## src/hdl/dhbd_pkg.sv

```systemverilog
// ----------------------------------------------------------------------------
// Detection head box decode package
// Shared beat types, register indexes and constants for the box decoder.
// ----------------------------------------------------------------------------
`default_nettype none

package dhbd_pkg;

   // Number of box features (cx, cy, w, h) that open every anchor.
   localparam int BoxFieldCount = 4;
   // Boxes of this size or less in either direction are dropped.
   localparam int MinBoxSize = 5;
   // Entries in the queue between the front and back parts.
   localparam int QueueDepth = 4;

   // Configuration register indexes.
   localparam logic [2:0] CsrScoreThreshold = 3'd0;
   localparam logic [2:0] CsrInverseScale   = 3'd1;
   localparam logic [2:0] CsrPadWidth       = 3'd2;
   localparam logic [2:0] CsrPadHeight      = 3'd3;
   localparam logic [2:0] CsrImageWidth     = 3'd4;
   localparam logic [2:0] CsrImageHeight    = 3'd5;

   // Input beat: one anchor feature.
   typedef struct packed {
      logic signed [23:0] feature_value;
      logic               anchor_end;
   } req_payload_type;

   // Result beat: one decoded box.
   typedef struct packed {
      logic [11:0] left_x;
      logic [11:0] top_y;
      logic [11:0] box_width;
      logic [11:0] box_height;
      logic [6:0]  class_index;
      logic [22:0] best_score;
   } rsp_payload_type;

   // Anchor that passed the score test, handed from front to back.
   typedef struct packed {
      logic signed [23:0] cx;
      logic signed [23:0] cy;
      logic signed [23:0] w;
      logic signed [23:0] h;
      logic [22:0]        best;
      logic [6:0]         cls;
   } job_type;

   // Letterbox and clipping settings used by the back part.
   typedef struct packed {
      logic [22:0] inverse_scale;
      logic [11:0] pad_width;
      logic [11:0] pad_height;
      logic [11:0] image_width;
      logic [11:0] image_height;
   } cfg_type;

endpackage

`default_nettype wire

```

## src/hdl/dhbd_queue.sv

```systemverilog
// ----------------------------------------------------------------------------
// Detection head box decode queue
// Short first-in first-out buffer of decoded anchors between front and back.
// ----------------------------------------------------------------------------
`default_nettype none

module dhbd_queue (
   input  wire logic              clock,
   input  wire logic              reset,
   input  wire logic              push,
   input  wire dhbd_pkg::job_type push_data,
   output logic                   full,
   output logic                   pop_valid,
   input  wire logic              pop,
   output dhbd_pkg::job_type      pop_data
);

   localparam int PtrW = $clog2(dhbd_pkg::QueueDepth);
   localparam int CntW = $clog2(dhbd_pkg::QueueDepth + 1);
   localparam logic [CntW-1:0] DepthC = CntW'(dhbd_pkg::QueueDepth);

   dhbd_pkg::job_type mem_ff [dhbd_pkg::QueueDepth];
   logic [PtrW-1:0]   wr_ptr_ff, wr_ptr_in;
   logic [PtrW-1:0]   rd_ptr_ff, rd_ptr_in;
   logic [CntW-1:0]   count_ff, count_in;
   logic              do_pop;

   assign full      = (count_ff == DepthC);
   assign pop_valid = (count_ff != '0);
   assign do_pop    = pop && pop_valid;
   assign pop_data  = mem_ff[rd_ptr_ff];

   // Pointer and occupancy update.
   always_comb begin
      wr_ptr_in = push ? wr_ptr_ff + PtrW'(1) : wr_ptr_ff;
      rd_ptr_in = do_pop ? rd_ptr_ff + PtrW'(1) : rd_ptr_ff;
      count_in  = count_ff;
      if (push && !do_pop) begin
         count_in = count_ff + CntW'(1);
      end else if (!push && do_pop) begin
         count_in = count_ff - CntW'(1);
      end
   end

   always_ff @(posedge clock) begin
      if (reset) begin
         wr_ptr_ff <= '0;
         rd_ptr_ff <= '0;
         count_ff  <= '0;
      end else begin
         wr_ptr_ff <= wr_ptr_in;
         rd_ptr_ff <= rd_ptr_in;
         count_ff  <= count_in;
      end
   end

   // Storage write.
   always_ff @(posedge clock) begin
      if (push) begin
         mem_ff[wr_ptr_ff] <= push_data;
      end
   end

   // The front must never push into a full queue.
   a_no_overflow : assert property (@(posedge clock) disable iff (reset)
      push |-> !full)
      else $error("push into full queue");

endmodule

`default_nettype wire

```

## config.mk

```make
export PLATFORM = sky130hd
export DESIGN_NAME = dhbd_queue
export DESIGN_NICKNAME = d
export VERILOG_FILES = /design/src/hdl/dhbd_pkg.sv /design/src/hdl/dhbd_queue.sv
export SDC_FILE = /design/constraint.sdc
export NUM_CORES = 1
export LEC_CHECK = 0
export ABC_AREA = 1
export BUFFER_PORTS_ARGS = -buffer_cell sky130_fd_sc_hd__buf_2
export CAP_MARGIN = 0
export CORE_MARGIN = 2
export CORE_UTILIZATION = 51
export CTS_BUF_LIST = sky130_fd_sc_hd__clkbuf_8
export CTS_CLUSTER_DIAMETER = 150
export DETAILED_ROUTE_END_ITERATION = 10
export PLACE_DENSITY = 0.72
export REMOVE_ABC_BUFFERS = 1
export SYNTH_ARGS = -nofsm -noshare
export SYNTH_HDL_FRONTEND = slang
export SYNTH_SLANG_ARGS = --single-unit
```

## constraint.sdc

```tcl
create_clock -name clock -period 8.4 [get_ports clock]
set_clock_uncertainty 0.05 [all_clocks]
set_input_delay 1.26 -clock clock [delete_from_list [all_inputs] [get_ports clock]]
set_output_delay 1.26 -clock clock [all_outputs]
set_load 0.05 [all_outputs]
```

# Word level (Yosys, flattened, before mapping)

Memory sizes are Yosys's and may differ from the RTL's. A register that Yosys moved wholly into a read port is not among the register bits.
Cells that the tools add are included.

Mux-type cells: 6
$add $sub $neg: 4
Multiply operators: 0
Shift operators: 0
Eq/ne operators: 1
Divide/modulo/power cells: 0
Bitwise gates (word level): 0
Reduce and logical (&&, ||, !) cells: 7
$lt $le $gt $ge: 0

Operators with widths:

| operator            | number |
|---|---|
| $mux 3              | 2 |
| $add 2x1->2 const B | 2 |
| $mux 2              | 2 |
| $add 3x1->3 const B | 1 |
| $eq 3x3->1 const B  | 1 |
| $logic_and 1x1->1   | 3 |
| $reduce_bool 3->1   | 1 |
| $sub 3x1->3 const B | 1 |
| $logic_not 1->1     | 2 |
| $mux 1              | 2 |
| $reduce_bool 2->1   | 1 |

Memories: 1
Input bits: 130
Latch bits: 0
Flip-flop bits (word level): 7
Output and inout port bits: 128
Bits in writable memories: 504
Logic and storage cells: 22
Memory bits (read-only): 0

Memory list:

| name   | words | bits a word | read ports | clocked after Yosys merged registers in | write ports | RTL line         | text |
|---|---|---|---|---|---|---|---|
| mem_ff | 4     | 126         | 1          | 1                                       | 1           | dhbd_queue.sv:22 | `dhbd_pkg::job_type mem_ff [dhbd_pkg::QueueDepth];` |

# Logic depth before layout (Yosys ltp)

Gate-level depths: netlist of run 1.

Depth in word-level cells: 5
Depth in mapped cells: 12
Depth with buffers taken out: 12

# Worst setup path after synthesis of run 1

Ideal clock, no wire load.

Path type: input port to flip-flop
Start: in push
End: mem mem_ff[0][0] (netlist name) (enable)
Path buffers: 0
Stages: 2
Setup time: 479 ps
Setup slack: 4150 ps
Data arrival time: 3721 ps
Required time: 7871 ps
Cells stage by stage: nand2_1 -> inv_1

Cells in the longest elaborated chain, start to end: 2

Ends and longest elaborated chain:

| element                      | RTL line         | text |
|---|---|---|
| from (decl)                  | dhbd_queue.sv:10 | `input wire logic push,` |
| $mux 1                       | dhbd_queue.sv:59 | `if (push) begin` |
| $mux 1 (implied by the code) | dhbd_queue.sv:60 | `mem_ff[wr_ptr_ff] <= push_data;` |
| to (decl)                    | dhbd_queue.sv:22 |  |

Every way passes these cells.

==> flow_summary_export.csv, run 1 <==
group,metric,value,unit
synth,synth.yosys.warnings,0,
clocking,ctsResizeCount,0,
synth,ys_seq_area_frac,0.801,
setup_path,crit_fanout,149,
synth,syn_area,19100,sq um
route,wirelength,40500,um
sta,drv_slew,0,
clocking,htree_levels,3,
place,dpl_worst_slack,4.07,ns
route,ant_nets,0,
clocking,cts-hold-fix-buffers,0,
setup_path,crit_type,"reg2out",
clocking,cts_setup_buffers,0,
sta,maxSlewHeadroom,0.249,
synth,synth_cell_types,21,
pwr,p_sw,2.64,mW
place,io_buffers,257,
synth,syn_inst,1281,
clocking,clk_latency,0.62,ns
route,vias,11500,
setup_path,timing.rr.start,"wr_ptr_ff[0]$_SDFFE_PP0P_",
setup_path,reg2reg_slack,5.79,ns
setup_path,critPathLaunchType,"flop",
global_routing,grt_pass1_vias,11300,
clocking,clkSlewWorstSetupHoldPaths,0.06,ns
pwr,p_int,4.32,mW
sta,rsz0062_at_grt,"false",
place,placed_area,20600,sq um
global_routing,track_usage,0.207,
sta,setup_ws,3.35,ns
setup_path,crit_arrival,3.74,ns
worst_hold_path,hold_depth,2,
run,cap_violations,0,
global_routing,overflow,0,
global_routing,grt_pass1_wl,61500,um
route,wl_met2,19000,um
setup_path,critical_path.endpoint_type,"output port",
route,post_drt_via_cell_ratio,5.49,
route,wl_per_cell,19.4,um
sta,period_share,0.601,
clocking,root_buffer,"clkbuf_8",
floorplan,ios,258,
setup_path,worstReg2RegEnd,"mem_ff[0][121]$_DFFE_PP_",
cells_and_area,layout.nets,1685,
clocking,clockBufferDepth,3,
place,place_congestion,0.737,
cells_and_area,drive_gt1_frac,0.229,
global_routing,antenna_found_initial,6,
route,first_pass_iters,5,
cells_and_area,final_design_area_no_fill,22000,sq um
floorplan,rows,70,
setup_path,cp.required,7.09,ns
floorplan,dieArea,39100,sq um
cells_and_area,num-fill-cells,2826,
pwr,clkPwrFrac,0.269,
pwr,p_leak,7.78,nW
synth,ys_ff_latch,513,
clocking,clock-sinks,513,
outcome,status,"completed",
global_routing,grt_max_degree,150,
setup_path,ff2ff_path_depth,5,
route,routed.top_layer,"met4",
worst_hold_path,hold_path_class,"reg2reg",
sta,hold_viol,0,
sta,fin_crit,5.05,ns
clocking,cts_tree,"done",
sta,tightest_slew,1.13,ns
floorplan,die_y,198,um
route,met1_length,17100,um
sta,finalSetupViolCount,0,
floorplan,dieWidth,198,um
pwr,p_sw_frac,0.379,
floorplan,core,36800,sq um
cells_and_area,area_delta_synth_final,15.2,%
sta,setup_tns,0,ns
pwr,ir_drop,0.237,mV
route,drt_iter0_drc,646,
sta,clock.fmax,0.198,GHz
route,wl_met3,3520,um
place,dp_hpwl,21400,um
worst_hold_path,hold_start,"rd_ptr_ff[1]$_SDFFE_PP0P_",
synth,synth_area_per_cell,14.9,sq um
route,drc,0,
clocking,cts_buffers,81,
floorplan,start_util,0.520,
pwr,powerDensity,316,nW/um^2
pwr,seq_power_share,0.431,
pwr,combPwrFrac,0.300,
==> critical path, stage by stage, from the launching register on <==
cell and delay (ns):
dfxtp_4 0.58, inv_8 0.66, buf_4 0.90, o21ai_0 0.22, o22ai_1 0.20, buf_2 0.30
==> per-layer routing <==
| metal | global-route usage | up-vias |
|---|---|---|
| li1 | - | 5398 |
| met1 | 0.277 | 5603 |
| met2 | 0.325 | 384 |
| met3 | 0.0575 | 67 |
| met4 | 0.0805 | 0 |
| met5 | 0 | - |
==> area by class of cell <==
type | count | area [sq um] | area share
Sequential cell | 513 | 15300 | 0.695
Timing Repair Buffer | 267 | 1360 | 0.0618
Antenna cell | 10 | 25.0 | 0.00114
Tap cell | 468 | 586 | 0.0266
Clock inverter | 56 | 254 | 0.0115
Inverter | 16 | 88.8 | 0.00403
Clock buffer | 85 | 1170 | 0.0531
Multi-Input combinational cell | 670 | 3230 | 0.146
==> placed cells by master (no fill, tap or decap), types with 3 or more instances in the layout <==
master    instances
a21oi_1           5
buf_2           257
buf_4            10
clkbuf_8         85
clkinv_1         22
clkinv_2          5
dfxtp_1           7
diode_2          10
edfxtp_1        504
ha_1              5
inv_1            36
inv_6             5
nand2_1          15
nand3_1           3
nor2_1          258
o21ai_0         210
o21ai_1          45
o22ai_1         126
==> sequential cells by signal, summed over array words and instances (netlist names), named ones only <==
signal and cells:
mem_ff 504, count_ff 3, wr_ptr_ff 2, rd_ptr_ff 2
==> synthesized netlist by cell type, drive strengths merged <==
cell,number,area [sq um]
a21oi,5,25.0
buf,39,355
o22ai,126,788
nand3,3,15.0
nor2,258,968
xor2,1,8.76
edfxtp,504,15100
nor3,1,5.00
inv,15,63.8
clkinv,1,5.00
dfxtp,9,180
o21ai,255,1280
fa,1,20.0
nand2,15,56.3
clkbuf,43,161
ha,5,62.6
==> cell families after synthesis <==
family | after synthesis | synth area share
xor+xnor | 1 | 0.000458
simple gates | 277 | 0.0546
flops | 513 | 0.801
buf+inv | 98 | 0.0306
compound gates | 386 | 0.109
fa+ha+maj | 6 | 0.00432
==> power by group through the flow <==
stage	combinational (mW)	clock (mW)	sequential, mW
2_1_floorplan	1.49	0	3.10
3_3_place_gp	2.07	0	3.05
3_5_place_dp	2.10	0	3.06
4_1_cts	2.10	1.92	3.00
5_1_grt	2.22	2.02	3.02
6_report	2.09	1.87	3.00
==> stage by stage <==
step / hold WS [ns] / instances / power (mW) / util
2_1_floorplan: 0.409 / 1199 / 4.60 / -
3_3_place_gp: 0.431 / 1934 / 5.12 / 0.560
3_5_place_dp: 0.432 / 1934 / 5.16 / 0.560
4_1_cts: 0.444 / 2075 / 7.03 / 0.598
5_1_grt: 0.480 / 2077 / 7.26 / 0.598
6_report: 0.439 / 2085 / 6.97 / 0.599
==> worst max-delay path by stage <==
stage | endpoint | slack [ns] | depth (start not counted)
after floorplan | pop_data[0] | 0.97 | 3
after global placement | pop_data[93] | 4.20 | 5
after detailed placement | pop_data[93] | 4.07 | 5
after CTS | pop_data[17] | 3.37 | 5
after global routing | pop_data[33] | 3.06 | 5
final | pop_data[17] | 3.35 | 5
No activity file was read; power rests on OpenSTA's default activity.
==> run 2, diff against run 1 <==
ABC_AREA = 0   (was 1)
PLACE_DENSITY = 0.75   (was 0.72)
clock period = 4.6 ns   (was 8.4 ns; I/O delays follow)
==> run 2 against run 1 <==
Global-route usage is 2.2 points lower. Critical path type unchanged. Routed wire length shrank 15%. Via count down 26%. Combinational power up 79%. Hold slack worse by 0.20 ns. Cell count is 25% lower. Synthesized area fell by 2.8%. Sequential cell count stayed put. Highest routed layer is now met5. Power grew 82%.
==> flow_summary_export.csv, run 2 <==
group,metric,value,unit
outcome,status,"completed",
route,ant_nets,0,
synth,syn_area,18600,sq um
clocking,cts_tree,"done",
synth,ys_seq_area_frac,0.824,
setup_path,crit_chain,"buf_12, mux4_2, buf_2",
sta,tightest_slew,0.784,ns
cells_and_area,register_area,15300,sq um
floorplan,start_util,0.520,
setup_path,critical_path.endpoint_type,"output port",
sta,rsz0062_at_grt,"false",
synth,synth_top_area_cell,"edfxtp_1",
clocking,clock-sinks,513,
route,drt_iter0_drc,579,
route,first_pass_iters,4,
sta,whs,0.240,ns
cells_and_area,area_delta_synth_final,18.1,%
sta,period_share,0.734,
setup_path,timing.rr.start,"wr_ptr_ff[0]$_SDFFE_PP0P_",
clocking,htree_levels,3,
sta,finalSetupViolCount,0,
place,dpl_worst_slack,1.78,ns
global_routing,grt_max_degree,61,
pwr,p_leak,7.47,nW
floorplan,core,35700,sq um
global_routing,grt_pass1_vias,9178,
cells_and_area,regMostFlops,"mem_ff",
sta,maxSlewHeadroom,0.477,
setup_path,crit_fanout,60,
setup_path,worstReg2RegEnd,"mem_ff[0][114]$_DFFE_PP_",
sta,setup_ws,1.22,ns
setup_path,reg2reg_slack,2.42,ns
setup_path,ff2ff_path_depth,4,
synth,synth_edf_count,504,
floorplan,ios,258,
cells_and_area,layout.nets,1164,
clocking,clockBufferDepth,3,
sta,hold_viol,0,
cells_and_area,reg_top3,"mem_ff: 504 flops, count_ff: 3 flops",
place,io_buffers,257,
floorplan,die_y,195,um
clocking,cts_buffers,80,
place,dp_hpwl,20100,um
clocking,clk_latency,0.60,ns
setup_path,worst_path_max_delay_cell,"dfxtp_4",
clocking,root_buffer,"clkbuf_8",
route,wl_per_cell,22.0,um
setup_path,path_buf_inv,2,
setup_path,crit_arrival,2.64,ns
synth,syn_inst,702,
setup_path,cp.required,3.86,ns
setup_path,crit_path_max_incr_delay,0.67,ns
run,cap_violations,0,
route,drc,0,
setup_path,crit_type,"reg2out",
clocking,clkSlewWorstSetupHoldPaths,0.06,ns
cells_and_area,multiInputGateArea,3090,sq um
cells_and_area,fin_util,0.614,
sta,drv_slew,0,
sta,fin_crit,3.38,ns
worst_hold_path,hold_depth,1,
route,wirelength,34300,um
synth,synth.yosys.warnings,0,
floorplan,rows,69,
floorplan,dieArea,38000,sq um
setup_path,path_delay_family,"buffers and inverters",
pwr,powerDensity,578,nW/um^2
global_routing,grt_pass1_wl,52500,um
synth,synth.top_cell.area_share,0.814,
global_routing,antenna_found_initial,9,
synth,synth_flop_cell,"edfxtp_1",
floorplan,dieWidth,195,um
place,place_congestion,0.718,
global_routing,track_usage,0.185,
synth,ys_ff_latch,513,
synth,yosysMostFrequentCell,"edfxtp_1",
worst_hold_path,hold_start,"push_data[9]",
worst_hold_path,min_to,"mem_ff[1][9]$_DFFE_PP_",
global_routing,overflow,0,
cells_and_area,largest_reg_flops,504,
sta,setup_tns,0,ns
synth,synth_async_sr_flop_share,0,
clocking,cts-hold-fix-buffers,0,
clocking,ctsResizeCount,0,
cells_and_area,layout_common_cells,"edfxtp_1, buf_2, mux4_2",
synth,synth_cell_types,21,
route,vias,8451,
synth,synth_area_leaders,"edfxtp_1, mux4_2, dfxtp_1",
cells_and_area,layout_commonest_cell,"edfxtp_1",
clocking,cts_setup_buffers,0,
setup_path,critPathLaunchType,"flop",
pwr,ir_drop,0.348,mV
synth,synth_common_cells,"edfxtp_1, mux4_2, buf_2",
synth,synth_area_per_cell,26.5,sq um
cells_and_area,num-fill-cells,2466,
cells_and_area,drive_gt1_frac,0.466,
worst_hold_path,hold_path_class,"in2reg",
sta,clock.fmax,0.296,GHz
route,post_drt_via_cell_ratio,5.42,
[run 2: worst max path at each step]
stage                     startpoint       endpoint  depth (start not counted)
final                           flop  pop_data[102]                          3
after CTS                       flop    pop_data[2]                          3
after floorplan                 flop    pop_data[0]                          1
after detailed placement        flop   pop_data[60]                          3
after global placement          flop    pop_data[2]                          3
after global routing            flop   pop_data[90]                          3
[run 2: worst register-to-register path: cells and delay by family (launching register included)]
family | cells | cell delay [ns]
adders and majority gates | 1 | 0.14
buffers and inverters | 2 | 0.68
DFF | 1 | 0.34
and+or+nand+nor | 1 | 0.61
[run 2: cells by family after synthesis]
family,count (synthesis),synth area share
adders and majority gates,6,0.00444
AOI/OAI and AO/OA,4,0.00141
muxes,128,0.154
xor gates and xnor gates,5,0.00236
DFF,513,0.824
and+or+nand+nor,14,0.00384
buffers and inverters,32,0.0102
[run 2: where the power goes]
part / internal (mW) / total, mW / switching (mW)
registers: 5.39 / 5.54 / 0.152
logic: 1.19 / 3.74 / 2.56
clock network: 1.78 / 3.41 / 1.63
total: 8.36 / 12.7 / 4.34
[run 2: metrics by stage]
step,std cells,cell area [sq um],power (mW)
2_1_floorplan,673,18400,8.68
3_3_place_gp,1407,20500,9.42
3_5_place_dp,1407,20500,9.45
4_1_cts,1550,21900,12.9
5_1_grt,1552,21900,13.2
6_report,1559,22000,12.7
[run 2: area by class of cell]
type / instances / area share
Inverter: 3 / 0.000513
Clock inverter: 57 / 0.0120
Timing Repair Buffer: 273 / 0.0675
Clock buffer: 86 / 0.0539
Multi-Input combinational cell: 157 / 0.141
Tap cell: 461 / 0.0263
Antenna cell: 9 / 0.00103
Sequential cell: 513 / 0.698
[run 2: per-layer routing]
| layer | vias up | part of all wire | track usage |
|---|---|---|---|
| li1 | 3724 | - | - |
| met1 | 4384 | 0.41 | 0.242 |
| met2 | 271 | 0.49 | 0.293 |
| met3 | 66 | 0.079 | 0.0602 |
| met4 | 6 | 0.021 | 0.0718 |
| met5 | - | 0.0013 | 0 |
