File: src/hdl/dhbd_pkg.sv
// ----------------------------------------------------------------------------
// Detection head box decode package
// Shared beat types, register indexes and constants for the box decoder.
// ----------------------------------------------------------------------------
`default_nettype none

package dhbd_pkg;

   // Number of box features (cx, cy, w, h) that open every anchor.
   localparam int BoxFieldCount = 4;
   // Boxes of this size or less in either direction are dropped.
   localparam int MinBoxSize = 5;
   // Entries in the queue between the front and back parts.
   localparam int QueueDepth = 4;

   // Configuration register indexes.
   localparam logic [2:0] CsrScoreThreshold = 3'd0;
   localparam logic [2:0] CsrInverseScale   = 3'd1;
   localparam logic [2:0] CsrPadWidth       = 3'd2;
   localparam logic [2:0] CsrPadHeight      = 3'd3;
   localparam logic [2:0] CsrImageWidth     = 3'd4;
   localparam logic [2:0] CsrImageHeight    = 3'd5;

   // Input beat: one anchor feature.
   typedef struct packed {
      logic signed [23:0] feature_value;
      logic               anchor_end;
   } req_payload_type;

   // Result beat: one decoded box.
   typedef struct packed {
      logic [11:0] left_x;
      logic [11:0] top_y;
      logic [11:0] box_width;
      logic [11:0] box_height;
      logic [6:0]  class_index;
      logic [22:0] best_score;
   } rsp_payload_type;

   // Anchor that passed the score test, handed from front to back.
   typedef struct packed {
      logic signed [23:0] cx;
      logic signed [23:0] cy;
      logic signed [23:0] w;
      logic signed [23:0] h;
      logic [22:0]        best;
      logic [6:0]         cls;
   } job_type;

   // Letterbox and clipping settings used by the back part.
   typedef struct packed {
      logic [22:0] inverse_scale;
      logic [11:0] pad_width;
      logic [11:0] pad_height;
      logic [11:0] image_width;
      logic [11:0] image_height;
   } cfg_type;

endpackage

`default_nettype wire

File: src/hdl/dhbd_front.sv
// ----------------------------------------------------------------------------
// Detection head box decode front part
// Accepts feature beats, stores the box fields, keeps the running argmax and
// pushes anchors whose best score beats the threshold into the queue.
// ----------------------------------------------------------------------------
`default_nettype none

module dhbd_front #(
   parameter int MAX_CLASSES = 80
) (
   input  wire logic                     clock,
   input  wire logic                     reset,
   input  wire logic                     req_valid,
   input  wire dhbd_pkg::req_payload_type req_payload,
   input  wire logic                     queue_full,
   input  wire logic [8:0]               score_threshold,
   output logic                          push,
   output dhbd_pkg::job_type             job
);

   localparam logic [7:0] MaxClassesC = 8'(MAX_CLASSES);
   localparam logic [7:0] BoxCountC   = 8'(dhbd_pkg::BoxFieldCount);

   logic               accept;
   logic [7:0]         cnt_ff, cnt_in;
   logic signed [23:0] box_ff [dhbd_pkg::BoxFieldCount];
   logic signed [23:0] box_in [dhbd_pkg::BoxFieldCount];
   logic signed [23:0] best_ff, best_in;
   logic [6:0]         cls_ff, cls_in;
   logic [7:0]         score_idx;
   logic               is_box;
   logic               take;
   logic signed [23:0] upd_best;
   logic [6:0]         upd_cls;
   logic               pass;

   // A beat is taken whenever the queue has room.
   assign accept = req_valid && !queue_full;

   // Classify the beat and fold it into the running argmax; first maximum wins.
   assign is_box    = cnt_ff < BoxCountC;
   assign score_idx = cnt_ff - BoxCountC;
   assign take      = !is_box && (score_idx < MaxClassesC) &&
                      ((score_idx == 8'd0) || (req_payload.feature_value > best_ff));
   assign upd_best  = take ? req_payload.feature_value : best_ff;
   assign upd_cls   = take ? score_idx[6:0] : cls_ff;
   assign pass      = !is_box && (upd_best > $signed({15'd0, score_threshold}));

   // Next state of the anchor tracking.
   always_comb begin
      cnt_in  = cnt_ff;
      best_in = best_ff;
      cls_in  = cls_ff;
      box_in  = box_ff;
      if (accept) begin
         if (is_box) begin
            box_in[cnt_ff[1:0]] = req_payload.feature_value;
         end
         if (req_payload.anchor_end) begin
            cnt_in  = 8'd0;
            best_in = 24'sd0;
            cls_in  = 7'd0;
         end else begin
            cnt_in  = (cnt_ff == 8'hFF) ? cnt_ff : cnt_ff + 8'd1;
            best_in = upd_best;
            cls_in  = upd_cls;
         end
      end
   end

   always_ff @(posedge clock) begin
      if (reset) begin
         cnt_ff  <= 8'd0;
         best_ff <= 24'sd0;
         cls_ff  <= 7'd0;
      end else begin
         cnt_ff  <= cnt_in;
         best_ff <= best_in;
         cls_ff  <= cls_in;
      end
   end

   // Box fields are always rewritten before an anchor can produce a result.
   always_ff @(posedge clock) begin
      box_ff <= box_in;
   end

   // Hand a passing anchor to the back part.
   assign push     = accept && req_payload.anchor_end && pass;
   assign job.cx   = box_ff[0];
   assign job.cy   = box_ff[1];
   assign job.w    = box_ff[2];
   assign job.h    = box_ff[3];
   assign job.best = upd_best[22:0];
   assign job.cls  = upd_cls;

   // The anchor state clears after every closing beat.
   a_clear_on_end : assert property (@(posedge clock) disable iff (reset)
      (accept && req_payload.anchor_end) |=> (cnt_ff == 8'd0 && best_ff == 24'sd0))
      else $error("anchor state not cleared after closing beat");

   // Within an anchor the counter steps by one until it saturates.
   a_count_step : assert property (@(posedge clock) disable iff (reset)
      (accept && !req_payload.anchor_end && cnt_ff != 8'hFF) |=>
      (cnt_ff == $past(cnt_ff) + 8'd1))
      else $error("feature counter did not advance");

endmodule

`default_nettype wire

File: config.mk
export PLATFORM = sky130hd
export DESIGN_NAME = dhbd_front
export DESIGN_NICKNAME = d
export VERILOG_FILES = /design/src/hdl/dhbd_pkg.sv /design/src/hdl/dhbd_front.sv
export SDC_FILE = /design/constraint.sdc
export NUM_CORES = 1
export LEC_CHECK = 0
export BUFFER_PORTS_ARGS = -buffer_cell sky130_fd_sc_hd__buf_4
export CAP_MARGIN = 25
export CORE_ASPECT_RATIO = 1.4
export CORE_MARGIN = 4
export CORE_UTILIZATION = 40
export CTS_CLUSTER_DIAMETER = 50
export DETAILED_ROUTE_END_ITERATION = 8
export PLACE_DENSITY = 0.6
export SLEW_MARGIN = 20
export SYNTH_ARGS = -nofsm -noshare
export SYNTH_HDL_FRONTEND = slang
export SYNTH_SLANG_ARGS = --single-unit
File: constraint.sdc
create_clock -name clock -period 13.2 [get_ports clock]
set_input_delay 1.98 -clock clock [delete_from_list [all_inputs] [get_ports clock]]
set_output_delay 1.98 -clock clock [all_outputs]
set_load 0.05 [all_outputs]
# After elaboration in Yosys (flattened, before gate mapping)
# Cells that the tools add are included.
[word_totals] register_bits=135 in_bits=38 word_cells=40
[classes] n_addsub=2 n_lt_le_gt_ge=6 eq_ne=2 n_mux=9 bitwise=1 reduce_logical=13
[ops] op="bitwise mux 96 bit" n=1
[ops] op="2-to-1 mux 24 bit" n=3
[ops] op="demux 24 bit (select 2 bit)" n=1
[ops] op="> comparator 24 x 10 -> 1 bit" n=1
[ops] op="> comparator 24 bit" n=1
[ops] op="2-to-1 mux 8 bit" n=2
[ops] op="2-to-1 mux 7 bit" n=2
[ops] op="adder 8 x 1 -> 8 bit (second input constant)" n=1
[ops] op="== test 8 bit (second input constant)" n=1
[ops] op="zero test 8 bit" n=1
[ops] op="less-than comparator 8 x 3 -> 1 bit (second input constant)" n=1
[ops] op="less-than comparator 8 x 7 -> 1 bit (second input constant)" n=1
[ops] op="subtractor 8 x 3 -> 8 bit (second input constant)" n=1
[ops] op="logical AND 1 bit" n=7
[ops] op="AND reduction 2 bit" n=2
[ops] op="greater-or-equal comparator 3 bit (second input constant)" n=1
[ops] op="less-than comparator 3 x 1 -> 1 bit (second input constant)" n=1
[ops] op="inverter 2 -> 3 bit" n=1
[ops] op="zero test 1 bit" n=2
[ops] op="!= test 2 bit (second input constant)" n=1
[ops] op="logical OR 1 bit" n=1

# Logic depth before layout (Yosys ltp)
# Gate-level depths: netlist of the first run.
[depth] depth_word=8 mapped_depth=18 mapped_depth_nobuf=17

# Worst setup path after synthesis of the first run
# Ideal clock, no wire load.
[synth_path] path_type="input-to-output" start="in req_payload[24] (netlist name)" end="out push" arrival_time_ns=6.043 required_ns=11.220 slack_ns=5.177 cell_stages=17 n_path_buf=1 path_cell_list="ha_1 > nand4_1 > nor4_2 > o22ai_1 > a21o_1 > o211ai_2 > nand2_2 > buf_2 > mux2_1 > ha_1 > nor2b_1 > o21ai_0 > a21o_1 > a211o_1 > a31oi_1 > nand3_1 > a21oi_1"
[synth_lines] element="start, declared" line="dhbd_front.sv:14" source="input wire dhbd_pkg::req_payload_type req_payload,"
[synth_lines] element="end, declared" line="dhbd_front.sv:17" source="output logic push,"

# Worst setup path in the final report of the first run
[layout_path] start="in req_payload[18] (netlist name)" end="out push"
[layout_via] elab_chain_cells=7
[layout_rtl] element="> comparator 24 bit" line="dhbd_front.sv:44" source="((score_idx == 8'd0) || (req_payload.feature_value > best_ff));"
[layout_rtl] element="logical OR 1 bit" line="dhbd_front.sv:44"
[layout_rtl] element="logical AND 1 bit" line="dhbd_front.sv:43" source="assign take = !is_box && (score_idx < MaxClassesC) &&"
[layout_rtl] element="2-to-1 mux 24 bit (*)" line="dhbd_front.sv:45" source="assign upd_best = take ? req_payload.feature_value : best_ff;"
[layout_rtl] element="> comparator 24 x 10 -> 1 bit (*)" line="dhbd_front.sv:47" source="assign pass = !is_box && (upd_best > $signed({15'd0, score_threshold}));"
[layout_rtl] element="logical AND 1 bit (*)" line="dhbd_front.sv:47"
[layout_rtl] element="logical AND 1 bit (*)" line="dhbd_front.sv:89" source="assign push = accept && req_payload.anchor_end && pass;"
# Every way passes the cells marked *; elsewhere a longest branch is shown, timed or not.

==> results of run 1 <==
[flip-flops by register name, indices dropped and copies added, names as in the netlist]
name	flops
cnt_ff	8
best_ff	24
job	96
cls_ff	7
[routing by layer]
layer  wire (µm)  GRT usage (%)
met5           0              0
met4         466           7.85
met3         856           4.01
met2        9140           34.9
met1        6690           22.9
[worst reg2reg max path, cell delays in order, from the launching register on]
cell	delay [ns]
dfxtp_1	0.48
inv_1	0.14
ha_1	0.29
or3_1	0.35
nor4b_2	0.22
a21oi_1	0.10
nand2_1	0.12
buf_4	0.37
nand2_1	0.46
buf_8	0.32
or4_1	0.40
a21oi_1	0.14
[final cells by class]
class	instances	area, µm²
Timing Repair Buffer	173	1310
Fill cell	1301	6890
Clock buffer	17	425
Inverter	40	150
Tap cell	192	240
Clock inverter	15	183
Multi-Input combinational cell	311	2260
Sequential cell	135	3660
[synthesized netlist by cell type (all sizes together), types with 2 or more instances]
library cell	number
edfxtp	96
a21oi	41
ha	40
inv	40
dfxtp	39
nand4	35
o211ai	32
mux2	24
nor2	23
o21ai	21
nand2	19
clkbuf	17
buf	11
nand3	8
nor4	8
a211oi	5
a21o	5
and2	5
nor3	5
nor2b	4
xor2	4
a31oi	3
nand2b	3
o21bai	3
xnor2	3
or3	2
or4	2
[metrics by stage]
stage                     utilization (%)  instance area, µm²
final                                54.4                8230
after global routing                 54.4                8230
after CTS                            54.4                8230
after detailed placement             50.4                7620
after global placement               50.3                7600
after floorplan                         -                6190
[power by group]
| part | switching (µW) | leakage (µW) | internal, µW |
|---|---|---|---|
| logic | 50.2 | 0.00175 | 21.3 |
| clock network | 200 | 0.000291 | 287 |
| registers | 1.40 | 0.00119 | 458 |
| total | 252 | 0.00323 | 767 |
[layout by cell type (no fill, tap or decap), drive strengths merged, types with 2 or more instances in the layout]
master	n
dfxtp	39
xor2	4
a31oi	3
nor4	8
o21bai	3
clkinvlp	3
mux2	24
nand2	19
buf	173
nand3	8
or3	2
inv	50
edfxtp	96
a211oi	5
a21oi	41
or4	2
nor2b	4
o211ai	32
and2	5
bufinv	2
clkbuf	17
a21o	5
nor2	23
ha	40
xnor2	3
nor3	5
nand4	35
o21ai	21
nand2b	3
[kinds of logic after synthesis]
group / after synthesis
XOR/XNOR: 7
AO/OA/AOI/OAI: 120
AND/OR/NAND/NOR: 120
multiplexers: 24
flip-flops: 135
adder cells (fa/ha/maj): 40
buffers and inverters: 68
[path summary, 6_finish.rpt]
kind	startpoint	endpoint	slack, ns	cells past startpoint
worst max-delay path	req_payload[18]	push	5.04	18
worst min-delay path	cls_ff[0]	cls_ff[0]	0.49	2
worst max register to register	cnt_ff[2]	cls_ff[3]	9.72	11
worst min register to register	cls_ff[0]	cls_ff[0]	0.49	2
==> reports/qor.txt, run 1 <==
status -> complete, no violations
die height -> 155 µm
Primary FF master, synth -> edfxtp_1
core box area -> 15100 µm²
Seq/Total Area, Yosys -> 59.2%
Post-Syn Nets -> 592
FMAX -> 123 MHz
mapped cell area -> 6190 µm²
Starting Density -> 40.9%
hold_buf cts -> 0
total CTS buffers -> 17
syn_area_per_cell -> 12.0 µm²
Yosys top cell by area -> edfxtp_1
P_leak -> 0.00323 µW
GRT overflow -> 0
initial antenna violation count -> 0
total setup buffers inserted after CTS -> 0
Synth cell types -> 48
number of DRC markers in iteration 0 -> 271
H-tree levels -> 4
worst path bufs/invs -> 2
top-area cell type share of the netlist area -> 46.6%
CTS sink count -> 135
VDD IR-drop max -> 0.0730 mV
Fin Hold WS -> 0.489 ns
first-pass GRT wire length -> 26.8 mm
critical path's top delay family -> compound AO/OA/AOI/OAI gates
area grow syn2layout -> 33.0%
cells resized by post-CTS repair -> 0
port bufs -> 164
1st-pass router iterations -> 5
Max Clock Skew -> 0.0142 ns
Final HPWL DP -> 11.8 mm
pwr/cell area -> 124 nW/µm²
Final Hold Fails -> 0
worst setup margin -> 5.04 ns
fin. max-slew vios -> 0
CP max stage delay -> 0.52 ns
CTS max path bufs -> 2
fin crit share -> 61.8%
largest net degree at the start of global routing -> 38
total power -> 1020 µW
setup violators final -> 0
nets@finish -> 756
DRT antenna net count -> 0
diode count -> 0
relative slew slack -> 48.4%
Slowest-stage cell, CP -> mux2_1
DR WL/cell -> 19.4 µm
Synth Area in Adders -> 8.09%
max cap viols -> 0
fraction of the mapped netlist area in simple logic gates -> 10.7%
CP Max Fanout -> 31
I/O pin count -> 165
Root Buffer -> clkbuf_16
vias per cell -> 5.44
actual slew at the worst max-slew pin -> 0.774 ns
Synth Area in Compound Gates -> 12.3%
fraction of synthesized cell area in xor and xnor cells -> 0.991%
Reg clk slew, reported paths -> 0.06 ns
share of layout cells above drive strength 1 -> 30.7%
Ys Warns -> 0
Post-synth EDFFs -> 96
RePlAce Congestion -> 0.839
Skew-Pair Late Insertion Delay -> 0.42 ns
mux contribution to synthesized area -> 4.37%
WS Path Type -> in -> out
vias in the first global route -> 4960
WP data arrival -> 6.18 ns
worst path cell trace -> buf_4, ha_1, a211oi_1, o21bai_1, a221oi_2, nand2_1, o211ai_2, nand2_2, mux2_1, ha_1, nor2b_1, o21ai_0, a21o_1, a211o_1, a31oi_1, nand3_1, a21oi_1, buf_4
DIE WIDTH -> 113 µm
RSZ-0062 raised after global routing -> no
Cells after DPL -> 851
post-route insts no fill -> 883
nature of the critical path endpoint -> output pin
Worst Path Required -> 11.22 ns
synthesized instance count -> 514
Yosys reg bits -> 135
num rows -> 53
Total Wirelength -> 17.2 mm
drt drc -> 0
Sum Neg Setup Slack -> 0 ns
Startpoint Class -> input port
pre-CTS setup slack -> 5.07 ns
Die Area -> 17500 µm²
total global-route track usage -> 19.6%
main area contributors after synthesis -> edfxtp_1, dfxtp_1, ha_1
CTS tree -> built
vias -> 4803
HP Class -> reg -> reg
ys async rst share -> 0%
crit path time final -> 8.16 ns
largest family of logic cells by synthesized area -> compound AO/OA/AOI/OAI gates
Power figures use the tool's default switching activity.
==> run 2, diff against run 1 <==
--- a/config.mk
+++ b/config.mk
@@ -5,6 +5,7 @@
 export SDC_FILE = /design/constraint.sdc
 export NUM_CORES = 1
 export LEC_CHECK = 0
+export ABC_AREA = 1
 export BUFFER_PORTS_ARGS = -buffer_cell sky130_fd_sc_hd__buf_4
 export CAP_MARGIN = 25
 export CORE_ASPECT_RATIO = 1.4
@@ -12,7 +13,7 @@
 export CORE_UTILIZATION = 40
 export CTS_CLUSTER_DIAMETER = 50
 export DETAILED_ROUTE_END_ITERATION = 8
-export PLACE_DENSITY = 0.6
+export PLACE_DENSITY = 0.61
 export SLEW_MARGIN = 20
 export SYNTH_ARGS = -nofsm -noshare
 export SYNTH_HDL_FRONTEND = slang
==> constraint.sdc (replaced) <==
create_clock -name clock -period 7.55 [get_ports clock]
set_input_delay 1.1325 -clock clock [delete_from_list [all_inputs] [get_ports clock]]
set_output_delay 1.1325 -clock clock [all_outputs]
set_load 0.05 [all_outputs]
==> run 2 against run 1 <==
- register-to-register slack lost 5.7 ns
- first-iteration DRC count fell by 27%
- setup slack got worse by 3.6 ns
- largest power group unchanged
- critical path depth is 10 higher
- cell count rose by 8.5%
- via count decreased by 4.1%
- design area is 2.2% lower
- synthesized cell count grew 14%
- non-clock buffer count down 6
==> reports/qor.txt, run 2 <==
status -> complete, no violations (unchanged)
Post-Syn Nets -> 666 (was 592)
main area contributors after synthesis -> edfxtp_1, dfxtp_1, nand2_1 (was edfxtp_1, dfxtp_1, ha_1)
crit path time final -> 6.15 ns
H-tree levels -> 4 (unchanged)
sequential share of power -> 46.8% (was 45.1%)
fraction of synthesized cell area in xor and xnor cells -> 0.703% (was 0.991%)
met3 usage -> 4.09% (was 4.01%)
fin. max-slew vios -> 0 (unchanged)
Starting Density -> 41.3% (was 40.9%)
Yosys reg bits -> 135 (unchanged)
share of layout cells above drive strength 1 -> 30.0% (was 30.7%)
Sum Neg Setup Slack -> 0 ns (unchanged)
mapped cell area -> 6050 µm² (was 6190 µm²)
CP Max Fanout -> 23 (was 31)
nets@finish -> 834 (was 756)
CTS sink count -> 135 (unchanged)
WS Path Type -> in -> out (unchanged)
number of DRC markers in iteration 0 -> 198 (was 271)
global route hottest layer -> met2 (unchanged)
Max Clock Skew -> 0.00951 ns (was 0.0142 ns)
area grow syn2layout -> 33.0% (about the same)
vias -> 4606 (was 4803)
vias in the first global route -> 4705 (was 4960)
CTS tree -> built (unchanged)
pwr/cell area -> 214 nW/µm² (was 124 nW/µm²)
GRT overflow -> 0 (unchanged)
initial antenna violation count -> 0 (unchanged)
R2R Path Start -> cnt_ff[2] (unchanged)
Primary FF master, synth -> edfxtp_1 (unchanged)
WP data arrival -> 5.02 ns (was 6.18 ns)
VDD IR-drop max -> 0.129 mV (was 0.0730 mV)
fraction of the mapped netlist area in simple logic gates -> 16.4% (was 10.7%)
total setup buffers inserted after CTS -> 0 (unchanged)
vias per cell -> 4.81 (was 5.44)
Seq/Total Area, Yosys -> 60.5% (was 59.2%)
die height -> 154 µm (was 155 µm)
core box area -> 14600 µm² (was 15100 µm²)
Hold Path End -> best_ff[20] (was cls_ff[0])
1st-pass router iterations -> 4 (was 5)
Hold Path Stages -> 2 (unchanged)
cells resized by post-CTS repair -> 0 (unchanged)
Synth cell types -> 33 (was 48)
Comb power frac -> 6.4% (was 7.0%)
most frequent cells in the layout -> buf_4, nand2_1, edfxtp_1 (was buf_4, edfxtp_1, a21oi_1)
DRT antenna net count -> 0 (unchanged)
Switching Fraction -> 23.0% (was 24.7%)
drt drc -> 0 (unchanged)
relative slew slack -> 39.3% (was 48.4%)
most frequent cell after synthesis -> nand2_1 (was edfxtp_1)
Synth Area in Compound Gates -> 7.44% (was 12.3%)
Ys Warns -> 0 (unchanged)
routing usage on met1 -> 20.0% (was 22.9%)
Filler cells -> 1285 (was 1301)
max cap viols -> 0 (unchanged)
GR Util met2 -> 32.5% (was 34.9%)
setup violators final -> 0 (unchanged)
nature of the critical path endpoint -> output pin (unchanged)
hold_buf cts -> 0 (unchanged)
RePlAce Congestion -> 0.876 (was 0.839)
DR WL/cell -> 16.0 µm (was 19.4 µm)
first-pass GRT wire length -> 24.5 mm (was 26.8 mm)
ys async rst share -> 0% (unchanged)
actual slew at the worst max-slew pin -> 0.909 ns (was 0.774 ns)
fin crit share -> 81.5%
pre-CTS setup slack -> 1.44 ns (was 5.07 ns)
Die Area -> 17200 µm² (was 17500 µm²)
mux contribution to synthesized area -> 0% (was 4.37%)
port bufs -> 164 (unchanged)
worst setup margin -> 1.40 ns (was 5.04 ns)
Synth Area in Adders -> 8.27% (was 8.09%)
P_leak -> 0.00348 µW (was 0.00323 µW)
total global-route track usage -> 18.1% (was 19.6%)
clock share of power -> 46.8% (was 47.9%)
Startpoint Class -> input port (unchanged)
top-area cell type share of the netlist area -> 47.6% (was 46.6%)
Worst Path Required -> 6.42 ns (was 11.22 ns)
HP Class -> reg -> reg (unchanged)
synthesized instance count -> 588 (was 514)
FMAX -> 163 MHz
synth cell count leaders -> nand2_1, edfxtp_1, inv_1 (was edfxtp_1, a21oi_1, ha_1, inv_1, dfxtp_1)
Reg2Reg Setup Slack -> 3.98 ns (was 9.72 ns)
Total Wirelength -> 15.4 mm (was 17.2 mm)
diode count -> 0 (unchanged)
Skew-Pair Late Insertion Delay -> 0.41 ns (was 0.42 ns)
total CTS buffers -> 17 (unchanged)
Yosys top cell by area -> edfxtp_1 (unchanged)
Root Buffer -> clkbuf_16 (unchanged)
max FFs per register -> 96 (unchanged)
hold path startpoint -> best_ff[20] (was cls_ff[0])
R2R Path End -> best_ff[9] (was cls_ff[3])
syn_area_per_cell -> 10.3 µm² (was 12.0 µm²)
num rows -> 52 (was 53)
Final Hold Fails -> 0 (unchanged)
Final HPWL DP -> 11.0 mm (was 11.8 mm)
Internal -> 1330 µW (was 767 µW)
largest net degree at the start of global routing -> 35 (was 38)
CTS max path bufs -> 2 (unchanged)
Reg clk slew, reported paths -> 0.06 ns (about the same)
sw power -> 396 µW (was 252 µW)
largest family of logic cells by synthesized area -> simple AND/OR/NAND/NOR gates (was compound AO/OA/AOI/OAI gates)
most common cell after layout, fill and taps aside -> buf_4 (unchanged)
RSZ-0062 raised after global routing -> no (unchanged)
Post-synth EDFFs -> 96 (unchanged)
I/O pin count -> 165 (unchanged)
Layout Utilization -> 55.0% (was 54.4%)
DIE WIDTH -> 112 µm (was 113 µm)
cells on worst reg2reg path -> 14 (was 11)
-- run 2: cell count changes after synthesis, sizes merged, moves of 7 or more --
cell and delta:
a21oi +17, mux2 -24, nand4 -31, nand3b +11, inv +41, nand2 +139
o21ai -12, nor4 -7, o211ai -31, nor2 +18
-- run 2: through the flow --
| step | hold WS (ns) | std cells | total power, µW | area, µm² |
|---|---|---|---|---|
| global route | 0.479 | 958 | 1780 | 8050 |
| CTS | 0.466 | 958 | 1740 | 8050 |
| finish | 0.464 | 958 | 1720 | 8050 |
| floorplan | 0.445 | 588 | 882 | 6050 |
| detailed placement | 0.458 | 926 | 932 | 7470 |
| global placement | 0.451 | 926 | 930 | 7470 |
-- run 2: kinds of logic (layout without fill, tap and decap cells) --
group / after synthesis / count (layout)
fa+ha+maj: 40 / 40
buf+inv: 99 / 280
compound gates: 74 / 74
flops: 135 / 135
xor+xnor: 4 / 4
simple gates: 236 / 236
-- run 2: area by class of cell --
type	instances	area [µm²]	area share, %
clock buffer	18	429	5.33
clock inverter	14	149	1.85
inverter	81	304	3.78
multi-input combinational	354	2010	25.0
sequential	135	3660	45.5
tap	189	236	2.94
timing repair buffer	167	1250	15.6
-- run 2: metal layers --
metal / share of wire [%] / vias to the layer above
li1: - / 2281
met1: 38 / 2144
met2: 53 / 148
met3: 5.2 / 33
met4: 3.6 / 0
met5: 0 / -
-- run 2: power groups by stage --
stage | Combinational, µW | Clock, µW | Sequential (µW)
detailed placement | 111 | 0 | 821
floorplan | 34.6 | 0 | 847
global route | 120 | 857 | 805
finish | 110 | 806 | 805
global placement | 109 | 0 | 821
CTS | 112 | 821 | 805
-- run 2: worst max-delay path by stage --
stage,slack (ns),endpoint,startpoint,cells after the start
6_report,1.40,push,req_payload[24],28
5_1_grt,0.89,push,cnt_ff[2],23
4_1_cts,1.39,push,req_payload[16],28
3_5_place_dp,1.44,push,req_payload[16],28
3_3_place_gp,1.53,push,req_payload[16],28
2_1_floorplan,1.66,push,req_payload[24],27
-- run 2: worst max-delay path, stage by stage --
cell and delay [ns]:
buf_4 0.14, ha_1 0.35, nand4_1 0.13, inv_1 0.07
nand2_1 0.06, nor2_1 0.14, nand2_1 0.09, nand3_1 0.07
nand2_1 0.05, nand2_1 0.06, nand2_1 0.06, nand2_2 0.28
nand2_2 0.43, nor2_1 0.25, a21oi_2 0.07, ha_1 0.32
nand2_1 0.06, o21ai_0 0.18, nand2_1 0.07, o211ai_1 0.08
a21oi_1 0.08, a31o_2 0.23, nand3_1 0.10, nor2_1 0.05
nand2_1 0.06, nor2_1 0.04, nor2_1 0.13, buf_4 0.22
==> run 3, diff against run 2 <==
--- a/config.mk
+++ b/config.mk
@@ -5,7 +5,7 @@
 export SDC_FILE = /design/constraint.sdc
 export NUM_CORES = 1
 export LEC_CHECK = 0
-export ABC_AREA = 1
+export ABC_AREA = 0
 export BUFFER_PORTS_ARGS = -buffer_cell sky130_fd_sc_hd__buf_4
 export CAP_MARGIN = 25
 export CORE_ASPECT_RATIO = 1.4
@@ -13,7 +13,7 @@
 export CORE_UTILIZATION = 40
 export CTS_CLUSTER_DIAMETER = 50
 export DETAILED_ROUTE_END_ITERATION = 8
-export PLACE_DENSITY = 0.61
+export PLACE_DENSITY = 0.6
 export SLEW_MARGIN = 20
 export SYNTH_ARGS = -nofsm -noshare
 export SYNTH_HDL_FRONTEND = slang
==> constraint.sdc (replaced) <==
create_clock -name clock -period 5.8 [get_ports clock]
set_input_delay 0.87 -clock clock [delete_from_list [all_inputs] [get_ports clock]]
set_output_delay 0.87 -clock clock [all_outputs]
set_load 0.05 [all_outputs]
==> run 3 against run 2 <==
- sequential power rose by 30%
- utilization fell by 0.46 points
- design area rose by 2.4%
- die area rose by 2.1%
- largest power group is now sequential cells
- sequential share of layout area fell by 1.0 points
- critical endpoint unchanged
- non-clock buffer count rose by 8
- global-route usage rose by 1.6 points
- largest cell class unchanged
==> reports/qor.txt, run 3 (synthesized netlist as in run 1, its figures left out) <==
Root Buffer -> clkbuf_16 (unchanged)
worst path bufs/invs -> 2 (was 3)
Worst Path Required -> 4.93 ns (was 6.42 ns)
total CTS buffers -> 17 (unchanged)
Max Clock Skew -> 0.00592 ns (was 0.00951 ns)
die height -> 155 µm (was 154 µm)
I/O pin count -> 165 (unchanged)
max FFs per register -> 96 (unchanged)
core box area -> 15100 µm² (was 14600 µm²)
most frequent cells in the layout -> buf_4, edfxtp_1, inv_1, a21oi_1, ha_1 (was buf_4, nand2_1, edfxtp_1)
status -> complete, no violations (unchanged)
H-tree levels -> 4 (unchanged)
post-route insts no fill -> 885 (was 958)
R2R Path End -> cls_ff[3] (was best_ff[9])
Filler cells -> 1322 (was 1285)
HP Class -> reg -> reg (unchanged)
WS Path Type -> in -> out (unchanged)
DR WL/cell -> 19.5 µm (was 16.0 µm)
1st-pass router iterations -> 5 (was 4)
R2R Path Start -> cnt_ff[2] (unchanged)
Starting Density -> 40.9% (was 41.3%)
Slowest-stage cell, CP -> a221oi_2 (was nand2_2)
vias per cell -> 5.46 (was 4.81)
fin. max-slew vios -> 0 (unchanged)
port bufs -> 164 (unchanged)
nature of the critical path endpoint -> output pin (unchanged)
share of layout cells above drive strength 1 -> 31.5% (was 30.0%)
drt drc -> 0 (unchanged)
Final Cell Area -> 8240 µm² (was 8050 µm²)
Hold Path Stages -> 2 (unchanged)
vias in the first global route -> 4846 (was 4705)
Reg clk slew, reported paths -> 0.06 ns (about the same)
total global-route track usage -> 19.7% (was 18.1%)
actual slew at the worst max-slew pin -> 0.672 ns (was 0.909 ns)
DRT antenna net count -> 0 (unchanged)
FMAX -> 184 MHz
Post-Place Cell Area -> 7650 µm² (was 7470 µm²)
FF/Latch Area -> 3670 µm² (was 3660 µm²)
worst setup margin -> 0.369 ns (was 1.40 ns)
CTS tree -> built (unchanged)
number of DRC markers in iteration 0 -> 246 (was 198)
total setup buffers inserted after CTS -> 0 (unchanged)
DIE WIDTH -> 113 µm (was 112 µm)
Final Hold Fails -> 0 (unchanged)
relative slew slack -> 55.0% (was 39.3%)
max cap viols -> 0 (unchanged)
first-pass GRT wire length -> 26.8 mm (was 24.5 mm)
critical path's top delay family -> compound AO/OA/AOI/OAI gates (was simple AND/OR/NAND/NOR gates)
CP Max Fanout -> 11 (was 23)
num rows -> 53 (was 52)
Total Wirelength -> 17.3 mm (was 15.4 mm)
CTS sink count -> 135 (unchanged)
vias -> 4832 (was 4606)
Multi-input gate area -> 2270 µm² (was 2010 µm²)
initial antenna violation count -> 0 (unchanged)
crit path time final -> 5.43 ns
setup violators final -> 0 (unchanged)
Hold Path End -> cls_ff[0] (was best_ff[20])
pre-CTS setup slack -> 0.264 ns (was 1.44 ns)
P_leak -> 0.00324 µW (was 0.00348 µW)
cells on worst reg2reg path -> 10 (was 14)
largest net degree at the start of global routing -> 38 (was 35)
Startpoint Class -> input port (unchanged)
area grow syn2layout -> 33.3% (was 33.0%)
pwr/cell area -> 273 nW/µm² (was 214 nW/µm²)
CTS max path bufs -> 2 (unchanged)
GRT overflow -> 0 (unchanged)
Sum Neg Setup Slack -> 0 ns (unchanged)
Reg2Reg Setup Slack -> 2.59 ns (was 3.98 ns)
worst path cell trace -> buf_4, ha_1, a211oi_1, o21bai_1, a221oi_2, nand2_1, o211ai_2, nand2_4, mux2_1, ha_1, nor2b_1, o21ai_0, a21o_1, a211o_1, a31oi_1, nand3_1, a21oi_2, buf_4
Die Area -> 17500 µm² (was 17200 µm²)
RePlAce Congestion -> 0.868 (was 0.876)
fin crit share -> 93.6%
nets@finish -> 758 (was 834)
diode count -> 0 (unchanged)
VDD IR-drop max -> 0.160 mV (was 0.129 mV)
Cells after DPL -> 853 (was 926)
RSZ-0062 raised after global routing -> no (unchanged)
Final HPWL DP -> 12.2 mm (was 11.0 mm)
most common cell after layout, fill and taps aside -> buf_4 (unchanged)
WP data arrival -> 4.56 ns (was 5.02 ns)
CP max stage delay -> 0.37 ns (was 0.43 ns)
hold path startpoint -> cls_ff[0] (was best_ff[20])
Skew-Pair Late Insertion Delay -> 0.42 ns (was 0.41 ns)
==> run 3: cell types whose count changed in the layout (fill, tap and decap cells not counted), moves of 11 or more <==
cell / change
nand2_1: -140
inv_1: -36
nor2_1: -14
o21ai_1: +14
mux2_1: +24
o211ai_1: +30
nand4_1: +31
nand3b_1: -11
==> run 3: tightest hold or removal path: stages, from the launching register on <==
cell	delay, ns
dfxtp_1	0.31
o211ai_1	0.07
a21oi_1	0.06
==> run 3: how the worst max path moves through the flow <==
stage | startpoint | to | slack, ns | cells after the start
2_1_floorplan | req_payload[24] | push | 0.28 | 17
3_3_place_gp | req_payload[24] | push | 0.33 | 18
3_5_place_dp | req_payload[24] | push | 0.26 | 18
4_1_cts | cnt_ff[2] | push | 0.19 | 17
5_1_grt | cnt_ff[2] | push | 0.06 | 18
6_report | req_payload[18] | push | 0.37 | 18
==> run 3: report_power, final <==
part | internal, µW | switching, µW
combinational | 48.6 | 113
clock | 572 | 469
sequential | 1040 | 3.40
==> run 3: stage by stage <==
step / power (µW) / hold slack [ns] / utilization, %
finish: 2250 / 0.492 / 54.5
global route: 2330 / 0.502 / 54.5
CTS: 2270 / 0.491 / 54.5
detailed placement: 1230 / 0.481 / 50.6
global placement: 1230 / 0.473 / 50.4
floorplan: 1160 / 0.462 / -
==> run 3: area by class of cell <==
cell class              count  area share (%)
clock buffers              17            5.16
well taps                 192            2.91
repair buffers            175            16.2
multi-input cells         311            27.5
clock inverters            15            1.91
flip-flops and latches    135            44.5
inverters                  40            1.82
==> run 3: timing repair <==
item,CTS,global route
hold buffers,0,0
endpoints found under the hold margin,0,0
resized for setup,0,4
setup endpoints to repair,0,1
==> run 3: routing by layer <==
layer | track usage, % | share of wire [%] | vias up
met1 | 22.4 | 37 | 2344
met4 | 7.56 | 2.6 | 0
met5 | 0 | 0 | -
li1 | - | - | 2279
met2 | 35.7 | 55 | 178
met3 | 4.40 | 6.0 | 31
